File: src/rtl/core/rsum_pkg.sv
// shared types and constants for the range-sum tree block
// no dependencies; imported by rsum_ctrl and range_sum_tree_point_assign
`default_nettype none

package rsum_pkg;

	localparam int POS_W   = 10;
	localparam int END_W   = 11;
	localparam int CNT_W   = 11;
	localparam int VAL_W   = 32;
	localparam int SUM_W   = 64;

	localparam logic FUNC_SET   = 1'b0;
	localparam logic FUNC_QUERY = 1'b1;

	// one accepted item after range checks against the active count
	typedef struct packed {
		logic                    func;
		logic                    set_ok;
		logic                    query_ok;
		logic [POS_W-1:0]        position;
		logic [END_W-1:0]        range_end;
		logic signed [VAL_W-1:0] value;
	} cmd_t;

endpackage

`default_nettype wire

File: src/rtl/core/rsum_ctrl.sv
// sequencer for the range-sum tree: clearing pass, leaf-to-root update and range walk
// uses rsum_pkg; drives one shared 64-bit adder and the node ram ports
`default_nettype none

module rsum_ctrl import rsum_pkg::*; #(
	parameter int CAPACITY = 1024
) (
	input  wire logic                                clk,
	input  wire logic                                arst_n,
	input  wire logic                                go,
	input  wire cmd_t                                cmd,
	output logic                                     busy,
	output logic                                     done,
	output logic signed [SUM_W-1:0]                  sum,
	output logic                                     ram_we,
	output logic        [$clog2(2*CAPACITY)-1:0]     ram_waddr,
	output logic        [SUM_W-1:0]                  ram_wdata,
	output logic        [$clog2(2*CAPACITY)-1:0]     ram_raddr,
	input  wire logic   [SUM_W-1:0]                  ram_rdata
);

	localparam int IW = $clog2(2*CAPACITY);
	localparam int NW = $clog2(2*CAPACITY+1);
	localparam logic [IW-1:0] LAST_NODE = IW'(2*CAPACITY-1);
	localparam logic [IW-1:0] ROOT      = IW'(1);

	typedef enum logic [5:0] {
		ST_IDLE = 6'b000001,
		ST_CLR  = 6'b000010,
		ST_SRD  = 6'b000100,
		ST_SWR  = 6'b001000,
		ST_QLO  = 6'b010000,
		ST_QHI  = 6'b100000
	} state_t;

	state_t            state_q;
	logic [IW-1:0]     clr_q;
	logic [IW-1:0]     node_q;
	logic [SUM_W-1:0]  cur_q;
	logic [SUM_W-1:0]  acc_q;
	logic [NW-1:0]     lo_q;
	logic [NW-1:0]     hi_q;
	logic              pend_q;
	logic              done_q;
	logic [SUM_W-1:0]  sum_q;

	logic [SUM_W-1:0]  add_a;
	logic [SUM_W-1:0]  add_y;
	logic [SUM_W-1:0]  val_ext;
	logic [IW-1:0]     parent;
	logic [NW-1:0]     hi_dec;
	logic [NW-1:0]     hi_next;

	assign val_ext = {{(SUM_W-VAL_W){cmd.value[VAL_W-1]}}, cmd.value};
	assign parent  = node_q >> 1;
	assign hi_dec  = hi_q - NW'(1);
	assign hi_next = hi_q[0] ? hi_dec : hi_q;

	// the one shared adder: path update adds to the fresh child sum, query adds to acc
	assign add_a = (state_q == ST_SWR) ? cur_q : acc_q;
	assign add_y = add_a + ram_rdata;

	assign busy = (state_q != ST_IDLE);
	assign done = done_q;
	assign sum  = sum_q;

	always_comb begin
		ram_we    = 1'b0;
		ram_waddr = '0;
		ram_wdata = '0;
		ram_raddr = '0;
		case (state_q)
			ST_IDLE: begin
				if (go && cmd.func == FUNC_SET && cmd.set_ok) begin
					ram_we    = 1'b1;
					ram_waddr = IW'(CAPACITY) + IW'(cmd.position);
					ram_wdata = val_ext;
				end
			end
			ST_CLR: begin
				ram_we    = 1'b1;
				ram_waddr = clr_q;
			end
			ST_SRD: begin
				ram_raddr = node_q ^ ROOT;
			end
			ST_SWR: begin
				ram_we    = 1'b1;
				ram_waddr = parent;
				ram_wdata = add_y;
			end
			ST_QLO: begin
				ram_raddr = lo_q[IW-1:0];
			end
			ST_QHI: begin
				ram_raddr = hi_dec[IW-1:0];
			end
			default: begin
				ram_we = 1'b0;
			end
		endcase
	end

	always_ff @(posedge clk or negedge arst_n) begin
		if (!arst_n) begin
			state_q <= ST_CLR;
			clr_q   <= '0;
			pend_q  <= 1'b0;
			done_q  <= 1'b0;
		end else begin
			done_q <= 1'b0;
			case (state_q)
				ST_IDLE: begin
					if (go) begin
						if (cmd.func == FUNC_QUERY) begin
							pend_q  <= 1'b0;
							state_q <= ST_QLO;
						end else if (cmd.set_ok) begin
							state_q <= ST_SRD;
						end
					end
				end
				ST_CLR: begin
					clr_q <= clr_q + IW'(1);
					if (clr_q == LAST_NODE) begin
						state_q <= ST_IDLE;
					end
				end
				ST_SRD: begin
					state_q <= ST_SWR;
				end
				ST_SWR: begin
					if (parent == ROOT) begin
						state_q <= ST_IDLE;
					end else begin
						state_q <= ST_SRD;
					end
				end
				ST_QLO: begin
					if (lo_q < hi_q) begin
						pend_q  <= lo_q[0];
						state_q <= ST_QHI;
					end else begin
						done_q  <= 1'b1;
						state_q <= ST_IDLE;
					end
				end
				ST_QHI: begin
					pend_q  <= hi_q[0];
					state_q <= ST_QLO;
				end
				default: begin
					state_q <= ST_IDLE;
				end
			endcase
		end
	end

	// datapath registers, no reset needed
	always_ff @(posedge clk) begin
		case (state_q)
			ST_IDLE: begin
				acc_q  <= '0;
				cur_q  <= val_ext;
				node_q <= IW'(CAPACITY) + IW'(cmd.position);
				if (cmd.query_ok) begin
					lo_q <= NW'(CAPACITY) + NW'(cmd.position);
					hi_q <= NW'(CAPACITY) + NW'(cmd.range_end);
				end else begin
					lo_q <= '0;
					hi_q <= '0;
				end
			end
			ST_SWR: begin
				cur_q  <= add_y;
				node_q <= parent;
			end
			ST_QLO: begin
				if (pend_q) begin
					acc_q <= add_y;
				end
				if (lo_q < hi_q) begin
					if (lo_q[0]) begin
						lo_q <= lo_q + NW'(1);
					end
				end else begin
					sum_q <= pend_q ? add_y : acc_q;
				end
			end
			ST_QHI: begin
				if (pend_q) begin
					acc_q <= add_y;
				end
				lo_q <= lo_q >> 1;
				hi_q <= hi_next >> 1;
			end
			default: begin
				cur_q <= cur_q;
			end
		endcase
	end

endmodule

`default_nettype wire

File: config.mk
export PLATFORM = sky130hd
export DESIGN_NAME = rsum_ctrl
export DESIGN_NICKNAME = d
export VERILOG_FILES = /design/src/rtl/core/rsum_pkg.sv /design/src/rtl/core/rsum_ctrl.sv
export SDC_FILE = /design/constraint.sdc
export NUM_CORES = 1
export LEC_CHECK = 0
export BUFFER_PORTS_ARGS = -buffer_cell sky130_fd_sc_hd__buf_2
export CORE_UTILIZATION = 52
export DETAILED_ROUTE_END_ITERATION = 6
export HOLD_SLACK_MARGIN = 0.15
export PLACE_DENSITY = 0.78
export SLEW_MARGIN = 40
export SYNTH_ARGS = -nofsm -noshare
export SYNTH_HDL_FRONTEND = slang
export SYNTH_SLANG_ARGS = --single-unit
File: constraint.sdc
create_clock -name clk -period 4.9 [get_ports clk]
set_clock_uncertainty 0.15 [all_clocks]
set_input_delay 0 -clock clk [delete_from_list [all_inputs] [get_ports clk]]
set_output_delay 0 -clock clk [all_outputs]
set_load 0.01 [all_outputs]
# Yosys cells after proc, flatten, opt, wreduce, memory -nomap -nowiden
# Cells that the tools add are included.
# classes
muxes	32
add_sub_neg	7
bitwise_logic	3
reduce_logical	13
n_eq_ne	15
n_lt_le_gt_ge	1
# op_table
operator	count
$pmux 64 s2	3
$mux 64	3
$pmux 11 s3	2
$add 64x64->64	1
$mux 12	5
$pmux 12 s3	1
$pmux 6 s6	1
$mux 6	5
$pmux 12 s2	1
$pmux 11 s2	1
$add 11x10->12 const A	1
$add 11x11->12 const A	1
$add 12x1->12 const B	1
$lt 12x12->1	1
$sub 12x1->12 const B	1
$add 11x1->11 const B	1
$add 11x10->11 const A	1
$eq 11x11->1 const B	1
$mux 11	1
$eq 10x1->1 const B	1
$ne 2x2->1 const B	5
$eq 6x1->1 const B	1
$eq 6x2->1 const B	1
$eq 6x3->1 const B	1
17 further kinds	30
# word_totals
elab_cells	82
out_inout_bits	153
regBits	246

# Logic depth before layout (Yosys ltp)
# Gate-level depths: netlist of run 1.
# depth
ltp_word	5
depth_mapped	20
depth_no_buf	18

# Worst setup path after synthesis of run 1
# Ideal clock, no wire load.
# synth_path
path_kind	reg-to-reg
startpoint	reg lo_q[5]
endpoint	reg sum_q[0], in the netlist sum[0] (enable)
required_time_ps	4260
t_arrival_ps	4148
path_buffers	0
path_slack_ps	112
synth_period_minus_slack_ps	4788
path_stages_with_launch	10
setup_time_ps	490
cell_sequence	edfxtp_1 ha_1 a21o_1 a21oi_1 nor2b_1 o21ai_0 a21oi_1 o21a_1 nor3_1 nor2_1
# synth_between
elab_chain_len	3
# synth_lines
element	line	rtl
start, declared	rsum_ctrl.sv:41	logic [NW-1:0] lo_q;
start signal, assigned	rsum_ctrl.sv:167	lo_q <= NW'(CAPACITY) + NW'(cmd.position);
start signal, assigned	rsum_ctrl.sv:184	lo_q <= lo_q + NW'(1);
start signal, assigned	rsum_ctrl.sv:194	lo_q <= lo_q >> 1;
$lt 12x12->1	rsum_ctrl.sv:182	if (lo_q < hi_q) begin
$not 1->1 (no source line)	n/a	
$reduce_and 2->1 (no source line)	n/a	
end signal, assigned	rsum_ctrl.sv:187	sum_q <= pend_q ? add_y : acc_q;
end, declared	rsum_ctrl.sv:45	logic [SUM_W-1:0] sum_q;
# No other way between the ends.
# A chain may end at the register's enable or synchronous reset.

# Worst setup path in the final report of run 1
# layout_path
startpoint	reg state_q[5]
endpoint	out ram_wdata[56]
# layout_between
elab_chain_len	4
# layout_lines
element	line	rtl
start, declared	rsum_ctrl.sv:36	state_t state_q;
start signal, assigned	rsum_ctrl.sv:106	state_q <= ST_CLR;
start signal, assigned	rsum_ctrl.sv:117	state_q <= ST_QLO;
start signal, assigned	rsum_ctrl.sv:119	state_q <= ST_SRD;
$eq 6x4->1	rsum_ctrl.sv:60, rsum_ctrl.sv:72	
$mux 64	rsum_ctrl.sv:60	assign add_a = (state_q == ST_SWR) ? cur_q : acc_q;
$add 64x64->64	rsum_ctrl.sv:61	assign add_y = add_a + ram_rdata;
$pmux 64 s2 (*)	rsum_ctrl.sv:72	case (state_q)
end, declared	rsum_ctrl.sv:17	output logic [SUM_W-1:0] ram_wdata,
# Every way passes the cells marked *; elsewhere a longest branch is shown, timed or not.

==> flow_metrics.tcl, run 1 <==
set metrics [dict create \
    critPathMaxStageDelay_ns 0.46 \
    pwr-share-clk 0.168 \
    synth_area_leaders "edfxtp_1 (41%), nand2_1 (11%), ha_1 (6.3%)" \
    worst_r2r_path_depth 19 \
    grt_pass1_vias 16346 \
    place.gp.congestion 0.988 \
    critPathKind "reg2out" \
    max_freq_mhz 209 \
    wl_per_cell_um 21.5 \
    synthAdderAreaFrac 0.0640 \
    yosysUniqueCellTypes 82 \
    numCtsBuffers 26 \
    tightest_slew_ns 0.776 \
    wirelength_um 58600 \
    fp.dieH_um 180 \
    synth_compound_area_frac 0.171 \
    yosys_warnings 0 \
    worstSkewPairLatency_ns 0.56 \
    ys_seq_area_frac 0.441 \
    run_status "finished with violations" \
    layout_min_cycle_time_ns 4.80 \
    synthXorXnorAreaFrac 0.0498 \
    syn2layout_area_growth_pct 31.6 \
    synth_edf_count 227 \
    pwr-share-comb 0.515 \
    async_flop_share 0.0772 \
    die_w_um 180 \
    grt.overflow.total 0 \
    synthMuxAreaShare 0.0288 \
    path_clk_slew_ns 0.06 \
    port_buffers 275 \
    cpMostUsedCell "nand2_1" \
    fill_cells 2328 \
    drive_above_1_share 0.229 \
    worstPathMaxFanout 26 \
    syn-num-nets 2063 \
    peakVddDrop_mv 0.355 \
    synth_cells 1856 \
    rsz0062_at_grt "true" \
    fin_nets 2515 \
    min_from "ram_rdata[40]" \
    finalMaxSlewViolations 0 \
    grt_first_pass_wirelength_um 89700 \
    yosysTopAreaCell "edfxtp_1" \
    slowest_stage "ha_2" \
    final_cell_mix "nand2_1 (490), buf_2 (275), edfxtp_1 (227), dlygate4sd3_1 (169), o21ai_0 (134)" \
    core_area_um2 30900 \
    num_vias 16689 \
    track_usage 0.352 \
    p_sw_frac 0.436 \
    placed_area_um2 18500 \
    fp.dieArea_um2 32500 \
    synth-seq-cells 246 \
    crit_chain "nor2_1 > nand2_2 > nor3b_4 > buf_12 > inv_8 > buf_12 > nand2_1 > nand2_1 > ha_2 > and3_4 > nand3_2 > or3_4 > or4_1 > a21oi_2 > nand2b_4 > xnor2_2 > nand2b_4 > nand2_1 > buf_2" \
    cts_root_buf "clkbuf_16" \
    synthSimpleGateAreaFrac 0.209 \
    hold_viol_final 0 \
    drtAntennaViolNets 0 \
    final_common_cell "nand2_1" \
    setup_slack_ns 0.105 \
    switching_power_uw 5170 \
    setup_viol 0 \
    synth_top_family_by_area "simple AND/OR/NAND/NOR gates" \
    p_seq_frac 0.317 \
    crit_path_end_kind "primary output" \
    htreeDepth 1 \
    design_area_um2 21800 \
    post_synth_instance_area_um2 16500 \
    drc_errors 6 \
    num_rows 64 \
    worst_ep_arrival_time_ns 4.65 \
    initial_core_util 0.535 \
    r2r_end "cur_q[30]$_DFFE_PP_" \
    timing.rr.start "state_q[5]$_DFFE_PN0P_" \
    relSlewSlack 0.483 \
    cts_buffer_depth 3 \
    leakage_uw 0.00962 \
    hold_class "in2reg" \
    powerDensity_nw_per_um2 544 \
    startpoint_type "flip-flop" \
    r2r_slack_ns 0.21 \
    cts.sinks 246 \
    place_ws_ns 0.134 \
    dp_hpwl_um 38500 \
    cts_tree "done" \
    grt_max_degree 78 \
    max-cap-violations 0 \
    io_pins 276 \
    yosys.area.top_type_share 0.412 \
    drt_iter0_markers 1748 \
    power.internal_uw 6680 \
    cp.required_ns 4.75 \
    dr.pass1.iters 7 \
    routed_via_density 6.12 \
    hold-path-cell-count 4 \
    violations "design-rule violations" \
    synth_flop_cell "edfxtp_1" \
    hold_end "acc_q[40]$_SDFFCE_PP0N_" \
    grt_antenna_before_repair 3 \
    fin_crit_sh 0.979 \
    avgSynthCellArea_um2 8.91 \
]
==> critical path, delay by kind of cell (launching register included) <==
kind                       cells  cell delay [ns]
buffers and inverters          4             0.53
adders and majority gates      1             0.46
DFF                            1             0.43
AOI/OAI and AO/OA              1             0.19
xor gates and xnor gates       1             0.15
and+or+nand+nor               12             2.32
==> cell usage after synthesis (30+ instances only) <==
library cell,n
nand2_1,493
nor2_1,85
clkbuf_1,83
and2_1,46
edfxtp_1,227
o21ai_0,150
nand4_1,35
a21oi_1,117
mux2_2,33
xor2_1,36
inv_1,44
nand3_1,36
xnor2_1,58
a21o_1,30
ha_1,83
==> flip-flops by register name, summed over array words and instances (netlist names) <==
signal   flops
acc_q       64
clr_q       11
cur_q       64
done         1
hi_q        12
lo_q        12
node_q      11
pend_q       1
state_q      6
sum         64
==> power groups by stage <==
stage | logic (uW) | clock network (uW) | registers [uW]
2_1_floorplan | 3640 | 0 | 3690
3_3_place_gp | 5290 | 0 | 3750
3_5_place_dp | 5340 | 0 | 3770
4_1_cts | 5610 | 1990 | 3730
5_1_grt | 6570 | 2070 | 3820
6_report | 6100 | 1990 | 3760
==> layer usage <==
layer / vias to the layer above / wire length (um) / global-route usage / part of all wire
met1: 7878 / 22700 / 0.450 / 0.39
met3: 171 / 6320 / 0.0762 / 0.11
met2: 1064 / 27300 / 0.578 / 0.47
met4: 0 / 2250 / 0.146 / 0.038
met5: - / 0 / 0 / 0
li1: 7576 / - / - / -
==> metrics by stage <==
stage               cells  TNS, ns  utilization  hold WS, ns  total power, uW
finish               2727        0        0.704        0.145            11800
detailed placement   2478        0        0.598       -0.177             9110
global route         2725   -0.404        0.704        0.161            12500
floorplan            1856        0            -       -0.446             7330
global placement     2478        0        0.598       -0.182             9040
CTS                  2706  -0.0360        0.688        0.152            11300
==> how the worst max path moves through the flow <==
| stage | cells after the start | to | slack, ns | start |
|---|---|---|---|---|
| 2_1_floorplan | 9 | sum[0]$_DFFE_PP_ | 0.11 | lo_q[5]$_DFFE_PP_ |
| 3_3_place_gp | 19 | sum[56]$_DFFE_PP_ | 0.09 | state_q[0]$_DFFE_PN0P_ |
| 3_5_place_dp | 19 | sum[56]$_DFFE_PP_ | 0.13 | state_q[0]$_DFFE_PN0P_ |
| 4_1_cts | 21 | ram_wdata[42] | -0.04 | state_q[1]$_DFFE_PN1P_ |
| 5_1_grt | 20 | ram_wdata[42] | -0.10 | state_q[5]$_DFFE_PN0P_ |
| 6_report | 19 | ram_wdata[56] | 0.10 | state_q[5]$_DFFE_PN0P_ |
==> cells by family after synthesis <==
logic type                 count (synthesis)
buffers and inverters                    151
DFF                                      246
and+or+nand+nor                          785
AOI/OAI and AO/OA                        453
xor gates and xnor gates                  94
muxes                                     43
adders and majority gates                 84
==> area by class of cell <==
type	instances	area, um^2	area share
Tap cell	396	495	0.0228
Multi-Input combinational cell	1459	9070	0.417
Timing Repair Buffer	529	3880	0.178
Antenna cell	3	7.51	0.000345
Clock inverter	15	125	0.00575
Clock buffer	33	708	0.0325
Inverter	46	181	0.00834
Sequential cell	246	7290	0.335
==> what timing repair did <==
item                       CTS  global route
hold buffers               169             1
gates resized for setup     27            77
hold endpoints to repair   159            18
buffers inserted             9            16
cloned                       2             1
setup endpoints to repair   24            31
pin swaps                    9            25
Power figures use the tool's default switching activity.
==> run 2: changes to the inputs <==
- CORE_UTILIZATION: 52 -> 60
- PLACE_DENSITY: 0.78 -> 0.84
- clock period: 4.9 -> 5.7 ns (I/O delays scaled with it)
==> flow_metrics.tcl, run 2 (synthesis results as in run 1) <==
set metrics [dict create \
    htreeDepth 1 \
    utilization 0.768 \
    cts.sinks 246 \
    die_w_um 168 \
    drt_iter0_markers 2223 \
    finalNonFillerCells 2605 \
    fp.dieH_um 168 \
    tns_ns 0 \
    run_status "finished with violations" \
    fp.dieArea_um2 28200 \
    num_rows 60 \
    tightest_slew_ns 0.848 \
    numCtsBuffers 27 \
    grt_pass1_vias 15935 \
    drive_above_1_share 0.183 \
    routed_via_density 6.39 \
    max-cap-violations 0 \
    syn2layout_area_growth_pct 25.5 \
    hold_class "in2reg" \
    port_buffers 275 \
    violations "design-rule violations" \
    relSlewSlack 0.433 \
    worstPathMaxFanout 74 \
    worst_ep_arrival_time_ns 5.30 \
    grt_first_pass_wirelength_um 87200 \
    finalMaxSlewViolations 0 \
    cts_root_buf "clkbuf_16" \
    wirelength_um 57000 \
    holdWs_ns 0.159 \
    min_from "ram_rdata[22]" \
    dp_hpwl_um 36400 \
    critPathKind "reg2out" \
    core_area_um2 27000 \
    rsz0062_at_grt "true" \
    timing.rr.start "state_q[4]$_DFFE_PN0P_" \
    cts_tree "done" \
    drtAntennaViolNets 0 \
    wl_per_cell_um 21.9 \
    grt.overflow.total 0 \
    path_clk_slew_ns 0.06 \
    setup_viol 0 \
    grt_antenna_before_repair 1 \
    grt_max_degree 79 \
    hold_viol_final 0 \
    crit_start "state_q[4]$_DFFE_PN0P_" \
    final_cell_mix "nand2_1 (490), buf_2 (276), edfxtp_1 (227), dlygate4sd3_1 (170), o21ai_0 (150)" \
    fin_nets 2451 \
    total_power_uw 9800 \
    leakage_uw 0.00916 \
    num_vias 16645 \
    cts_buffer_depth 3 \
    drc_errors 2 \
    powerDensity_nw_per_um2 472 \
    peakVddDrop_mv 0.348 \
    cp.required_ns 5.55 \
    worstSkewPairLatency_ns 0.56 \
    fill_cells 1834 \
    layout_min_cycle_time_ns 5.45 \
    final_common_cell "nand2_1" \
    dr.pass1.iters 7 \
    diodes 0 \
    io_pins 276 \
    dp_cells 2385 \
    track_usage 0.395 \
    crit_path_end_kind "primary output" \
    initial_core_util 0.612 \
    max_freq_mhz 183 \
    place.gp.congestion 0.998 \
    fin_crit_sh 0.957 \
    startpoint_type "flip-flop" \
    post_cts_buffers 0 \
]
[run 2: cell count changes in the layout (fill, tap and decap cells not counted), moves of 4 or more]
cell and change:
buf_6 -4, ha_2 -11, o21ai_1 -16, ha_1 +15, a21oi_1 +8, a21oi_2 -7
o21ai_0 +16, clkinv_2 -5, buf_4 -57, ha_4 -4
[run 2: worst paths after layout]
check	end	slack (ns)	depth (start not counted)
worst max-delay path	ram_wdata[52]	0.25	19
worst min-delay path	sum[22]$_DFFE_PP_	0.16	4
worst max register to register	cur_q[63]$_DFFE_PP_	0.48	18
worst min register to register	clr_q[10]$_DFFE_PN0N_	0.35	1
max in group asynchronous	state_q[1]$_DFFE_PN1P_	4.66	4
min in group asynchronous	clr_q[6]$_DFFE_PN0N_	0.40	4
[run 2: repair_timing]
action / CTS / global route
setup endpoints to repair: 0 / 13
hold endpoints to repair: 167 / 18
resized for setup: 0 / 5
hold buffers: 170 / 1
[run 2: power by group]
group          internal, uW  switching, uW  total (uW)
Sequential             2880            367        3240
Clock                  1050            754        1810
Combinational          1570           3180        4750
[run 2: critical path, cell delays in order (launching register included)]
cell	delay, ns
dfrtp_1	0.45
nor2_1	0.14
nand2_1	0.11
nor3b_4	0.30
buf_12	0.37
nand2_1	0.12
nand2_1	0.07
ha_1	0.22
inv_1	0.08
fa_1	0.41
and2b_1	0.23
o2111ai_1	0.22
a21oi_2	0.32
o21ai_2	0.19
a211oi_2	0.39
a31oi_2	0.22
o21bai_2	0.35
xnor2_1	0.21
o21ai_0	0.13
buf_2	0.20
[run 2: routing by layer]
metal / GRT usage / part of all wire / vias up
met2: 0.659 / 0.47 / 1137
li1: - / - / 7426
met3: 0.0602 / 0.10 / 211
met4: 0.169 / 0.043 / 2
met1: 0.514 / 0.38 / 7869
met5: 0 / 0.00014 / -
[run 2: area by class of cell]
cell class	instances	area, um^2	area share
inverters	46	178	0.00856
flip-flops and latches	246	7290	0.351
multi-input cells	1459	8710	0.420
well taps	341	427	0.0206
repair buffers	464	3250	0.157
clock inverters	17	196	0.00946
clock buffers	32	694	0.0335
[run 2: through the flow]
step | setup WS [ns] | cell area [um^2]
after floorplan | 0.912 | 16500
after global placement | 0.662 | 18100
after detailed placement | 0.628 | 18100
after CTS | 0.206 | 20700
after global routing | -0.0260 | 20800
final | 0.246 | 20800
